`config.mk`:
```
export PLATFORM = sky130hd
export DESIGN_NAME = rx_ring_command_extractor_unit
export DESIGN_NICKNAME = d
export VERILOG_FILES = /design/src/rxrce_pkg.sv /design/src/rxrce_ring_mem.sv /design/src/rxrce_ctrl.sv /design/src/rx_ring_command_extractor_unit.sv
export VERILOG_INCLUDE_DIRS = /design/src /design/src/src
export SDC_FILE = /design/constraint.sdc
export NUM_CORES = 1
export LEC_CHECK = 0
export BUFFER_PORTS_ARGS = -buffer_cell sky130_fd_sc_hd__buf_4
export CORE_UTILIZATION = 35
export DETAILED_ROUTE_END_ITERATION = 10
export GPL_ROUTABILITY_DRIVEN = 1
export MAX_ROUTING_LAYER = met4
export PLACE_DENSITY = 0.58
export SETUP_SLACK_MARGIN = 0.15
export SYNTH_ARGS = -nofsm -noshare
export SYNTH_HDL_FRONTEND = slang
export SYNTH_SLANG_ARGS = --single-unit
```
`constraint.sdc`:
```
create_clock -name clk_i -period 4.85 [get_ports clk_i]
set_input_delay 0.2425 -clock clk_i [delete_from_list [all_inputs] [get_ports clk_i]]
set_output_delay 0.2425 -clock clk_i [all_outputs]
set_load 0.01 [all_outputs]
```
`src/rx_ring_command_extractor_unit_defines.svh`:
```
// ----------------------------------------------------------------------------
// rx ring command extractor - assertion macros
// shared concurrent assertion helpers, clocked on clk_i, off during reset
// ----------------------------------------------------------------------------
`ifndef RX_RING_COMMAND_EXTRACTOR_UNIT_DEFINES_SVH
`define RX_RING_COMMAND_EXTRACTOR_UNIT_DEFINES_SVH

// condition must hold at every edge out of reset
`define RXRCE_ASSERT_ALWAYS(lbl, cond, msg) \
  lbl: assert property (@(posedge clk_i) disable iff (!rst_ni) (cond)) \
    else $error(msg);

// consequence must hold in the cycle after the antecedent
`define RXRCE_ASSERT_NEXT(lbl, ante, cons, msg) \
  lbl: assert property (@(posedge clk_i) disable iff (!rst_ni) (ante) |=> (cons)) \
    else $error(msg);

// consequence must hold in the same cycle as the antecedent
`define RXRCE_ASSERT_SAME(lbl, ante, cons, msg) \
  lbl: assert property (@(posedge clk_i) disable iff (!rst_ni) (ante) |-> (cons)) \
    else $error(msg);

`endif

```
`src/rxrce_pkg.sv`:
```
// ----------------------------------------------------------------------------
// rxrce_pkg
// types and constants shared by the rx ring command extractor
// ----------------------------------------------------------------------------
package rxrce_pkg;

  // default ring depth
  localparam int unsigned BufDepthDefault = 64;

  // framing characters
  localparam logic [7:0] CharTerm = 8'h3B;
  localparam logic [7:0] CharCr   = 8'h0D;
  localparam logic [7:0] CharLf   = 8'h0A;

  // item operation codes
  localparam logic OpByte  = 1'b0;
  localparam logic OpFetch = 1'b1;

  // input item
  typedef struct packed {
    logic       op;
    logic [7:0] rx_byte;
  } in_t;

  // result item
  typedef struct packed {
    logic       found;
    logic [7:0] cmd_char;
    logic       last;
  } out_t;

  // controller states
  typedef enum logic {
    StIdle,
    StDrain
  } state_e;

  // controller status, watched by the top level checks
  typedef struct packed {
    logic drain;
    logic term_zero;
  } status_t;

endpackage

```
`src/rxrce_ring_mem.sv`:
```
// ----------------------------------------------------------------------------
// rxrce_ring_mem
// ring byte store: one write port, one read port, registered read data
// ----------------------------------------------------------------------------
module rxrce_ring_mem #(
  parameter int unsigned BUF_DEPTH = rxrce_pkg::BufDepthDefault,
  localparam int unsigned AW = $clog2(BUF_DEPTH)
) (
  input  logic          clk_i,
  input  logic          we_i,
  input  logic [AW-1:0] waddr_i,
  input  logic [7:0]    wdata_i,
  input  logic          re_i,
  input  logic [AW-1:0] raddr_i,
  output logic [7:0]    rdata_o
);

  logic [7:0] mem_q [BUF_DEPTH];
  logic [7:0] rdata_q;

  // write port
  always_ff @(posedge clk_i) begin
    if (we_i) begin
      mem_q[waddr_i] <= wdata_i;
    end
  end

  // read port, data holds while no read is issued
  always_ff @(posedge clk_i) begin
    if (re_i) begin
      rdata_q <= mem_q[raddr_i];
    end
  end

  assign rdata_o = rdata_q;

endmodule

```
`src/rxrce_ctrl.sv`:
```
// ----------------------------------------------------------------------------
// rxrce_ctrl
// ring pointers, terminator count, drain sequencer and output register
// ----------------------------------------------------------------------------
module rxrce_ctrl #(
  parameter int unsigned BUF_DEPTH = rxrce_pkg::BufDepthDefault,
  localparam int unsigned AW = $clog2(BUF_DEPTH)
) (
  input  logic               clk_i,
  input  logic               rst_ni,
  input  logic               in_valid_i,
  output logic               in_stall_o,
  input  rxrce_pkg::in_t     in_data_i,
  output logic               out_valid_o,
  input  logic               out_stall_i,
  output rxrce_pkg::out_t    out_data_o,
  output logic               mem_we_o,
  output logic [AW-1:0]      mem_waddr_o,
  output logic [7:0]         mem_wdata_o,
  output logic               mem_re_o,
  output logic [AW-1:0]      mem_raddr_o,
  input  logic [7:0]         mem_rdata_i,
  output rxrce_pkg::status_t status_o
);

  localparam logic [AW-1:0] LastIdx = AW'(BUF_DEPTH - 1);

  rxrce_pkg::state_e state_q, state_d;
  logic [AW-1:0]     wr_q, wr_d;
  logic [AW-1:0]     rd_q, rd_d;
  logic [AW-1:0]     cnt_q, cnt_d;
  logic              out_valid_q, out_valid_d;
  rxrce_pkg::out_t   out_q, out_d;
  logic [AW-1:0]     wr_next;
  logic [AW-1:0]     rd_next;
  logic              out_free;
  logic              in_acc;
  logic              is_crlf;

  // control registers
  always_ff @(posedge clk_i or negedge rst_ni) begin
    if (!rst_ni) begin
      state_q     <= rxrce_pkg::StIdle;
      wr_q        <= '0;
      rd_q        <= '0;
      cnt_q       <= '0;
      out_valid_q <= 1'b0;
    end else begin
      state_q     <= state_d;
      wr_q        <= wr_d;
      rd_q        <= rd_d;
      cnt_q       <= cnt_d;
      out_valid_q <= out_valid_d;
    end
  end

  // output payload register
  always_ff @(posedge clk_i) begin
    out_q <= out_d;
  end

  // wrapping pointer increments
  assign wr_next = (wr_q == LastIdx) ? '0 : wr_q + 1'b1;
  assign rd_next = (rd_q == LastIdx) ? '0 : rd_q + 1'b1;

  assign out_free   = !out_valid_q || !out_stall_i;
  assign in_stall_o = (state_q != rxrce_pkg::StIdle) || !out_free;
  assign in_acc     = in_valid_i && !in_stall_o;
  assign is_crlf    = (mem_rdata_i == rxrce_pkg::CharCr) ||
                      (mem_rdata_i == rxrce_pkg::CharLf);

  // next state, pointer updates and memory accesses
  always_comb begin
    state_d     = state_q;
    wr_d        = wr_q;
    rd_d        = rd_q;
    cnt_d       = cnt_q;
    out_valid_d = out_valid_q && out_stall_i;
    out_d       = out_q;
    mem_we_o    = 1'b0;
    mem_waddr_o = wr_q;
    mem_wdata_o = in_data_i.rx_byte;
    mem_re_o    = 1'b0;
    mem_raddr_o = rd_q;

    case (state_q)
      rxrce_pkg::StIdle: begin
        if (in_acc) begin
          if (in_data_i.op == rxrce_pkg::OpByte) begin
            // store unless full, one slot kept empty
            if (wr_next != rd_q) begin
              mem_we_o = 1'b1;
              wr_d     = wr_next;
              if (in_data_i.rx_byte == rxrce_pkg::CharTerm) begin
                cnt_d = cnt_q + 1'b1;
              end
            end
          end else if (cnt_q == '0) begin
            // no complete command held
            out_valid_d    = 1'b1;
            out_d.found    = 1'b0;
            out_d.cmd_char = 8'h00;
            out_d.last     = 1'b1;
          end else begin
            // prime the read of the oldest byte
            mem_re_o    = 1'b1;
            mem_raddr_o = rd_q;
            state_d     = rxrce_pkg::StDrain;
          end
        end
      end
      rxrce_pkg::StDrain: begin
        if (is_crlf) begin
          // skip line endings, no output slot needed
          rd_d        = rd_next;
          mem_re_o    = 1'b1;
          mem_raddr_o = rd_next;
        end else if (out_free) begin
          out_valid_d    = 1'b1;
          out_d.found    = 1'b1;
          out_d.cmd_char = mem_rdata_i;
          out_d.last     = (mem_rdata_i == rxrce_pkg::CharTerm);
          rd_d           = rd_next;
          if (mem_rdata_i == rxrce_pkg::CharTerm) begin
            cnt_d   = cnt_q - 1'b1;
            state_d = rxrce_pkg::StIdle;
          end else begin
            mem_re_o    = 1'b1;
            mem_raddr_o = rd_next;
          end
        end
      end
      default: begin
        state_d = rxrce_pkg::StIdle;
      end
    endcase
  end

  assign out_valid_o        = out_valid_q;
  assign out_data_o         = out_q;
  assign status_o.drain     = (state_q == rxrce_pkg::StDrain);
  assign status_o.term_zero = (cnt_q == '0);

endmodule

```
`src/rx_ring_command_extractor_unit.sv`:
```
// ----------------------------------------------------------------------------
// rx_ring_command_extractor_unit
// receive ring buffer that hands out ';'-terminated commands byte by byte
// ----------------------------------------------------------------------------
// A byte item is stored unless the ring already holds BUF_DEPTH-1 bytes.
// A fetch with no complete command held answers with one not-found result
// in the following cycle. A fetch that finds a command first primes the ring
// memory read and then drains the command byte by byte, skipping CR and LF,
// paced by the single read port of the ring memory and by any stall on the
// result side; input is stalled until the terminator is handed out. A count
// of stored terminators decides at once whether a command is held. The ring
// contents are not cleared after reset, so the block is ready straight away.
// ----------------------------------------------------------------------------
`include "rx_ring_command_extractor_unit_defines.svh"

module rx_ring_command_extractor_unit #(
  parameter int unsigned BUF_DEPTH = rxrce_pkg::BufDepthDefault
) (
  input  logic            clk_i,
  input  logic            rst_ni,
  input  logic            in_valid_i,
  output logic            in_stall_o,
  input  rxrce_pkg::in_t  in_data_i,
  output logic            out_valid_o,
  input  logic            out_stall_i,
  output rxrce_pkg::out_t out_data_o
);

  localparam int unsigned AW = $clog2(BUF_DEPTH);

  logic               mem_we;
  logic [AW-1:0]      mem_waddr;
  logic [7:0]         mem_wdata;
  logic               mem_re;
  logic [AW-1:0]      mem_raddr;
  logic [7:0]         mem_rdata;
  rxrce_pkg::status_t status;

  // sequencer and pointers
  rxrce_ctrl #(
    .BUF_DEPTH(BUF_DEPTH)
  ) u_ctrl (
    .clk_i      (clk_i),
    .rst_ni     (rst_ni),
    .in_valid_i (in_valid_i),
    .in_stall_o (in_stall_o),
    .in_data_i  (in_data_i),
    .out_valid_o(out_valid_o),
    .out_stall_i(out_stall_i),
    .out_data_o (out_data_o),
    .mem_we_o   (mem_we),
    .mem_waddr_o(mem_waddr),
    .mem_wdata_o(mem_wdata),
    .mem_re_o   (mem_re),
    .mem_raddr_o(mem_raddr),
    .mem_rdata_i(mem_rdata),
    .status_o   (status)
  );

  // ring byte store
  rxrce_ring_mem #(
    .BUF_DEPTH(BUF_DEPTH)
  ) u_ring_mem (
    .clk_i  (clk_i),
    .we_i   (mem_we),
    .waddr_i(mem_waddr),
    .wdata_i(mem_wdata),
    .re_i   (mem_re),
    .raddr_i(mem_raddr),
    .rdata_o(mem_rdata)
  );

  // checks
  `RXRCE_ASSERT_SAME(a_no_input_in_drain, status.drain, in_stall_o, "input taken while draining")
  `RXRCE_ASSERT_SAME(a_drain_has_term, status.drain, !status.term_zero, "drain with no terminator")
  `RXRCE_ASSERT_NEXT(a_not_found, in_valid_i && !in_stall_o && (in_data_i.op == rxrce_pkg::OpFetch) && status.term_zero, out_valid_o && !out_data_o.found && out_data_o.last, "not-found result missing")
  `RXRCE_ASSERT_SAME(a_drain_ends_on_term, $fell(status.drain), out_valid_o && out_data_o.found && out_data_o.last && (out_data_o.cmd_char == rxrce_pkg::CharTerm), "drain ended without terminator")

endmodule
```
* After elaboration in Yosys (flattened, before gate mapping)
Memory sizes are Yosys's and may differ from the RTL's. A register that Yosys moved wholly into a read port is not among the register bits.
Index checks and enable logic that the tools add are counted.
** Operators by class
- Add/subtract/negate cells :: 4
- Eq/ne operators :: 16
- Muxes and demuxes :: 44
- Bitwise logic cells :: 2
- Reductions and logical operators :: 15
** Operator list (number)
- two-way mux 6 bit :: 14
- two-way mux 10 bit :: 5
- case mux 6 bit (2 select lines) :: 2
- case mux 10 bit (2 select lines) :: 1
- two-way mux 1 bit :: 19
- adder 6 x 1 -> 6 bit, second input constant :: 3
- equality test 8 x 4 -> 1 bit, second input constant :: 2
- equality test 8 x 6 -> 1 bit, second input constant :: 2
- equality test 6 bit, second input constant :: 2
- inequality test 2 bit, second input constant :: 6
- AND reduction 7 bit :: 1
- zero test 6 bit :: 1
- inequality test 2 x 1 -> 1 bit, second input constant :: 3
- inequality test 6 bit :: 1
- case mux 1 bit (2 select lines) :: 3
- subtractor 6 x 1 -> 6 bit, second input constant :: 1
- AND reduction 5 bit :: 1
- zero test 1 bit :: 4
- AND reduction 4 bit :: 1
- logical OR 1 bit :: 3
- logical AND 1 bit :: 2
- inverter 1 bit :: 2
- AND reduction 2 bit :: 1
- nonzero test 2 bit :: 1
** Storage, ports and cells
- Flip-flop bits (word level) :: 30
- RAM bits :: 512
- Bits of input ports :: 13
- Output and inout port bits :: 12
- Memories kept :: 1
** Memory list
- u_ring_mem.mem_q :: words 64, bits a word 8, rd ports 1, clocked after Yosys merged registers in 1, wr ports 1, line rxrce_ring_mem.sv:18 : logic [7:0] mem_q [BUF_DEPTH];

* Longest topological paths before layout
- Word-level depth :: 10
- Mapped depth :: 14
- Mapped depth without buffers :: 10

* Cells and area by module
A second synthesis with hierarchy kept.
** Unflattened totals
- Cells, all modules :: 1144
- Area total of the unflattened synthesis :: 22221.3 um2
** Modules (own cells, without submodules)
- rxrce_ring_mem :: instances 1, cells an instance 940, area an instance 20246.9 um2
- rxrce_ctrl :: instances 1, cells an instance 204, area an instance 1974.4 um2

* Least setup slack after synthesis
No wires, ideal clock.
- Path kind :: reg2reg
- Start point :: reg u_ring_mem.rdata_q[7] (netlist: u_ring_mem.rdata_o[7]) (read register of u_ring_mem.mem_q)
- End point :: reg u_ring_mem.rdata_q[4] (netlist: u_ring_mem.rdata_o[4]) (read register of u_ring_mem.mem_q), data pin
- Arrival time :: 2.783 ns
- Required time :: 4.569 ns
- Slack :: 1.786 ns
- Stages on the path, launching flop included :: 12
- Buffers on the path :: 2
- Path through :: edfxtp_1 or3b_4 o31a_4 o211ai_4 and2_4 buf_12 buf_4 mux2i_1 a222oi_1 a22o_1 a2111oi_0 a41oi_1
** On the way
- Cells in the longest elaborated chain, start to end :: 5
- Elaborated cells between the ends (all ways) :: 12
- Those cells by class :: eq/ne (3); mux (8); reduce/logical (1)
** Ends and longest elaborated chain
- start: declaration :: line rxrce_ring_mem.sv:19 : logic [7:0] rdata_q;
- equality test 8 x 6 -> 1 bit :: line rxrce_ctrl.sv:124 : if (mem_rdata_i == rxrce_pkg::CharTerm) begin
- two-way mux 6 bit / two-way mux 1 bit (equally long branches) :: line rxrce_ctrl.sv:124
- two-way mux 6 bit / two-way mux 1 bit (equally long branches) :: line rxrce_ctrl.sv:118 : end else if (out_free) begin
- two-way mux 6 bit / two-way mux 1 bit (equally long branches) :: line rxrce_ctrl.sv:113 : if (is_crlf) begin
- case mux 6 bit (2 select lines) / case mux 1 bit (2 select lines) (equally long branches) :: line rxrce_ctrl.sv:86 : case (state_q)
Several ways; a longest one is shown, not always the timed one.
A chain may end at the register's enable or synchronous reset.

* Worst setup path in the final report
- Start point :: reg u_ring_mem.rdata_q[6] (netlist: u_ring_mem.rdata_o[6]) (read register of u_ring_mem.mem_q)
- End point :: reg u_ring_mem.rdata_q[7] (netlist: u_ring_mem.rdata_o[7]) (read register of u_ring_mem.mem_q), data pin
The elaborated chain is that of the path after synthesis.

==> flow_summary_export.csv <==
group,metric,value,unit
power,p_int,9.47,mW
floorplanning,initial_core_util,35.6,%
sta,rsz0062_at_grt,"no",
power,pwr-share-seq,38.4,%
power,power_frac_comb,31.3,%
worst_setup_path,max_stage_delay,840,ps
worst_setup_path,r2r_cells,11,
clock_network,postCtsSetupBuffers,0,
sta,maxSlewViolCount,0,
layout,diodes,0,
layout,nets,1558,
routing,drc_errors,0,
worst_setup_path,r2r-end,"u_ring_mem.rdata_o[7]",
global_route,grt_max_degree,100,
clock_network,cts_buffers,57,
sta,period_share,92.7,%
power,powerDensity,566,nW/um^2
routing,postRouteAntennaNets,0,
floorplanning,die_area,65400,um^2
outcome,status,"finished, final reports clean",
worst_setup_path,worstPathCellList,"or3b_4 > o31a_4 > o211ai_4 > and2_4 > buf_4 > mux2i_1 > a222oi_1 > a22o_1 > a2111oi_1 > buf_4 > a41oi_1",
global_route,grtUsageTotal,17.4,%
floorplanning,ios,25,
clock_network,clk_pin_slew,60,ps
clock_network,clk_latency,630,ps
yosys,ys.flop_type,"edfxtp_1",
clock_network,cts_tree,"built",
clock_network,clock-sinks,550,
sta,setup_slack,355,ps
yosys,synth_edf_count,530,
place,portBuffers,24,
yosys,syn_avg_cell_area,14.9,um^2
worst_setup_path,crit_path_start,"u_ring_mem.rdata_o[6]",
global_route,grt_pass1_vias,12500,
clock_network,cts_buffer_depth,3,
worst_setup_path,reg2reg_from,"u_ring_mem.rdata_o[6]",
worst_setup_path,critPathSlowestCell,"a2111oi_1",
yosys,yosysWarnings,0,
routing,vias_per_cell,5.40,
place,place_worst_setup_slack,35.6,ps
floorplanning,rows,92,
global_route,grt_pass1_wl,83500,um
power,finalPower,14.4,mW
routing,wire_per_inst,23.2,um
worst_setup_path,crit_type,"flop to flop",
yosys,synth.cell_area,22500,um^2
yosys,ys_ff_latch,550,
yosys,synth_area_leaders,"edfxtp_1, mux2i_1, nand2_1, dfrtp_1, nand3_1",
floorplanning,die_w,256,um
place,routabilityCongestion,0.821,
sta,period_needed,4500,ps
global_route,antenna_found_initial,1,
worst_setup_path,cp_data_arrival_time,4840,ps
global_route,grt_overflow_total,0,
worst_setup_path,r2r_slack,350,ps
power,p_sw,4.90,mW
sta,timing.fmax,222,MHz
yosys,ys_types,69,
routing,dr_total_vias,13100,
place,place_area,23500,um^2
clock_network,root_buffer,"clkbuf_16",
sta,holdWs,41.6,ps
layout,finalNonFillerCells,2427,
yosys,seq_area_frac_synth,72.8,%
worst_setup_path,cpMostUsedCell,"buf_4",
layout,fin_area,25400,um^2
clock_network,cts-htree-levels,2,
worst_setup_path,cp_max_fo,22,
power,p_sw_share,34.1,%
layout,layout-area-overhead-vs-synth,12.6,%
worst_setup_path,end_kind,"flop",
worst_setup_path,start_kind,"flop",
sta,setup_viol,0,
place,dp.cells,2322,
layout,layout-drive-gt1-share,10.4,%
min_path,hp-class,"input port to asynchronous set/reset pin",
sta,skew,27.6,ps
yosys,syn-num-nets,1534,
yosys,ys_async_sr_fraction,3.64,%
place,dp_hpwl,33700,um
run,drv_cap,0,
worst_setup_path,required,5200,ps
yosys,synth.top_cell.area_share,70.6,%
yosys,synth_common_cells,"edfxtp_1, nand2_1, mux2i_1",
sta,maxSlewHeadroom,33.5,%
routing,dr.pass1.iters,7,
routing,drt-total-wl,56300,um
floorplanning,core_area,63300,um^2
power,ir_drop,0.000310,V
yosys,netlist_instances,1514,
yosys,synth_most_common_cell,"edfxtp_1",
routing,drt_iter0_markers,1484,
yosys,synth_top_area_cell,"edfxtp_1",
power,clkPwrFrac,30.3,%
sta,tightest_slew,993,ps
floorplanning,die_h,256,um
sta,finalHoldViolations,0,
power,leakagePower,8.60,nW
routing by layer:
metal | track usage (%) | part of all wire [%] | vias up
met3 | 2.28 | 6.6 | 81
met2 | 26.4 | 46 | 494
met4 | 4.74 | 2.2 | 0
met5 | - | 0 | -
li1 | - | - | 5925
met1 | 24.7 | 45 | 6594
power groups by stage:
stage	combinational [mW]	clock (mW)	sequential (mW)
floorplan	3.06	0	5.53
global placement	4.44	0	5.61
detailed placement	4.45	0	5.62
CTS	4.47	4.41	5.52
global route	4.81	4.59	5.53
finish	4.50	4.35	5.52
how the worst max path moves through the flow:
stage | endpoint | slack, ps | depth (start not counted)
after floorplan | u_ring_mem.rdata_o[4] | 1790 | 11
after global placement | u_ring_mem.rdata_o[7] | -30 | 11
after detailed placement | u_ring_mem.rdata_o[7] | 40 | 11
after CTS | u_ring_mem.rdata_o[6] | 220 | 11
after global routing | u_ring_mem.rdata_o[7] | 270 | 12
final | u_ring_mem.rdata_o[7] | 350 | 11
registers in the layout, summed over array words and instances (netlist names):
| register | count |
|---|---|
| u_ctrl.cnt_q | 6 |
| u_ctrl.mem_waddr_o | 6 |
| u_ctrl.out_data_o | 10 |
| u_ctrl.out_valid_o | 1 |
| u_ctrl.rd_q | 6 |
| u_ctrl.state_q | 1 |
| u_ring_mem.mem_q | 512 |
| u_ring_mem.rdata_o | 8 |
logic make-up (layout without fill, tap and decap cells):
group | count (synthesis) | in the layout | share of synthesized area, %
flops | 550 | 550 | 72.8
simple gates | 500 | 501 | 10.1
compound gates | 206 | 206 | 7.53
mux | 122 | 122 | 5.43
buf+inv | 109 | 175 | 2.95
xor+xnor | 20 | 20 | 0.777
fa+ha+maj | 7 | 7 | 0.422
stage by stage:
step	utilization, %	TNS, ps
floorplan	-	0
global placement	37.1	-29.7
detailed placement	37.1	0
CTS	40.1	0
global route	40.1	0
finish	40.1	0
cell usage in the layout, fill, tap and decap left out, types with 3 or more instances in the layout:
cell type and count:
inv_1 9, clkinv_2 9, ha_1 6, or3_1 5, and2_1 10, bufinv_16 7
a41oi_1 10, nor2_1 76, edfxtp_1 530, o2111ai_1 3, buf_12 5, nand2_1 248
buf_4 57, a21oi_1 10, mux2i_1 120, nand2b_1 4, clkbuf_16 58, nand3_1 75
a32oi_1 16, o31ai_1 6, nor3b_1 4, clkinv_1 14, a2111oi_2 8, or4_1 3
a31oi_1 43, a211oi_1 24, xor2_1 8, nand4_1 16, nand4b_1 3, a22o_1 8
a222oi_1 32, clkbuf_1 11, o211ai_1 3, a2111oi_0 7, o21ai_0 13, and3_1 41
xnor2_1 12, dfrtp_1 20
worst max-delay path, delay by kind of cell, from the launching register on:
| kind | cells | cell delay (ps) |
|---|---|---|
| AOI/OAI and AO/OA | 6 | 1970 |
| and+or+nand+nor | 2 | 960 |
| buffers and inverters | 2 | 550 |
| DFF | 1 | 480 |
| muxes | 1 | 200 |
final cells by class:
type	instances	area, um^2
Clock buffer	69	1490
Sequential cell	550	16400
Tap cell	846	1060
Fill cell	5776	37900
Clock inverter	33	353
Multi-Input combinational cell	856	5480
Timing Repair Buffer	64	548
Inverter	9	33.8
timing repair:
item                                   4_1_cts  5_1_grt
pin swaps                                    0        1
setup endpoints to repair                    1        4
hold buffers                                 2        0
gates cloned                                 0        1
resized for setup                            1        0
endpoints found under the hold margin       25        0
No activity file was read; power rests on OpenSTA's default activity.
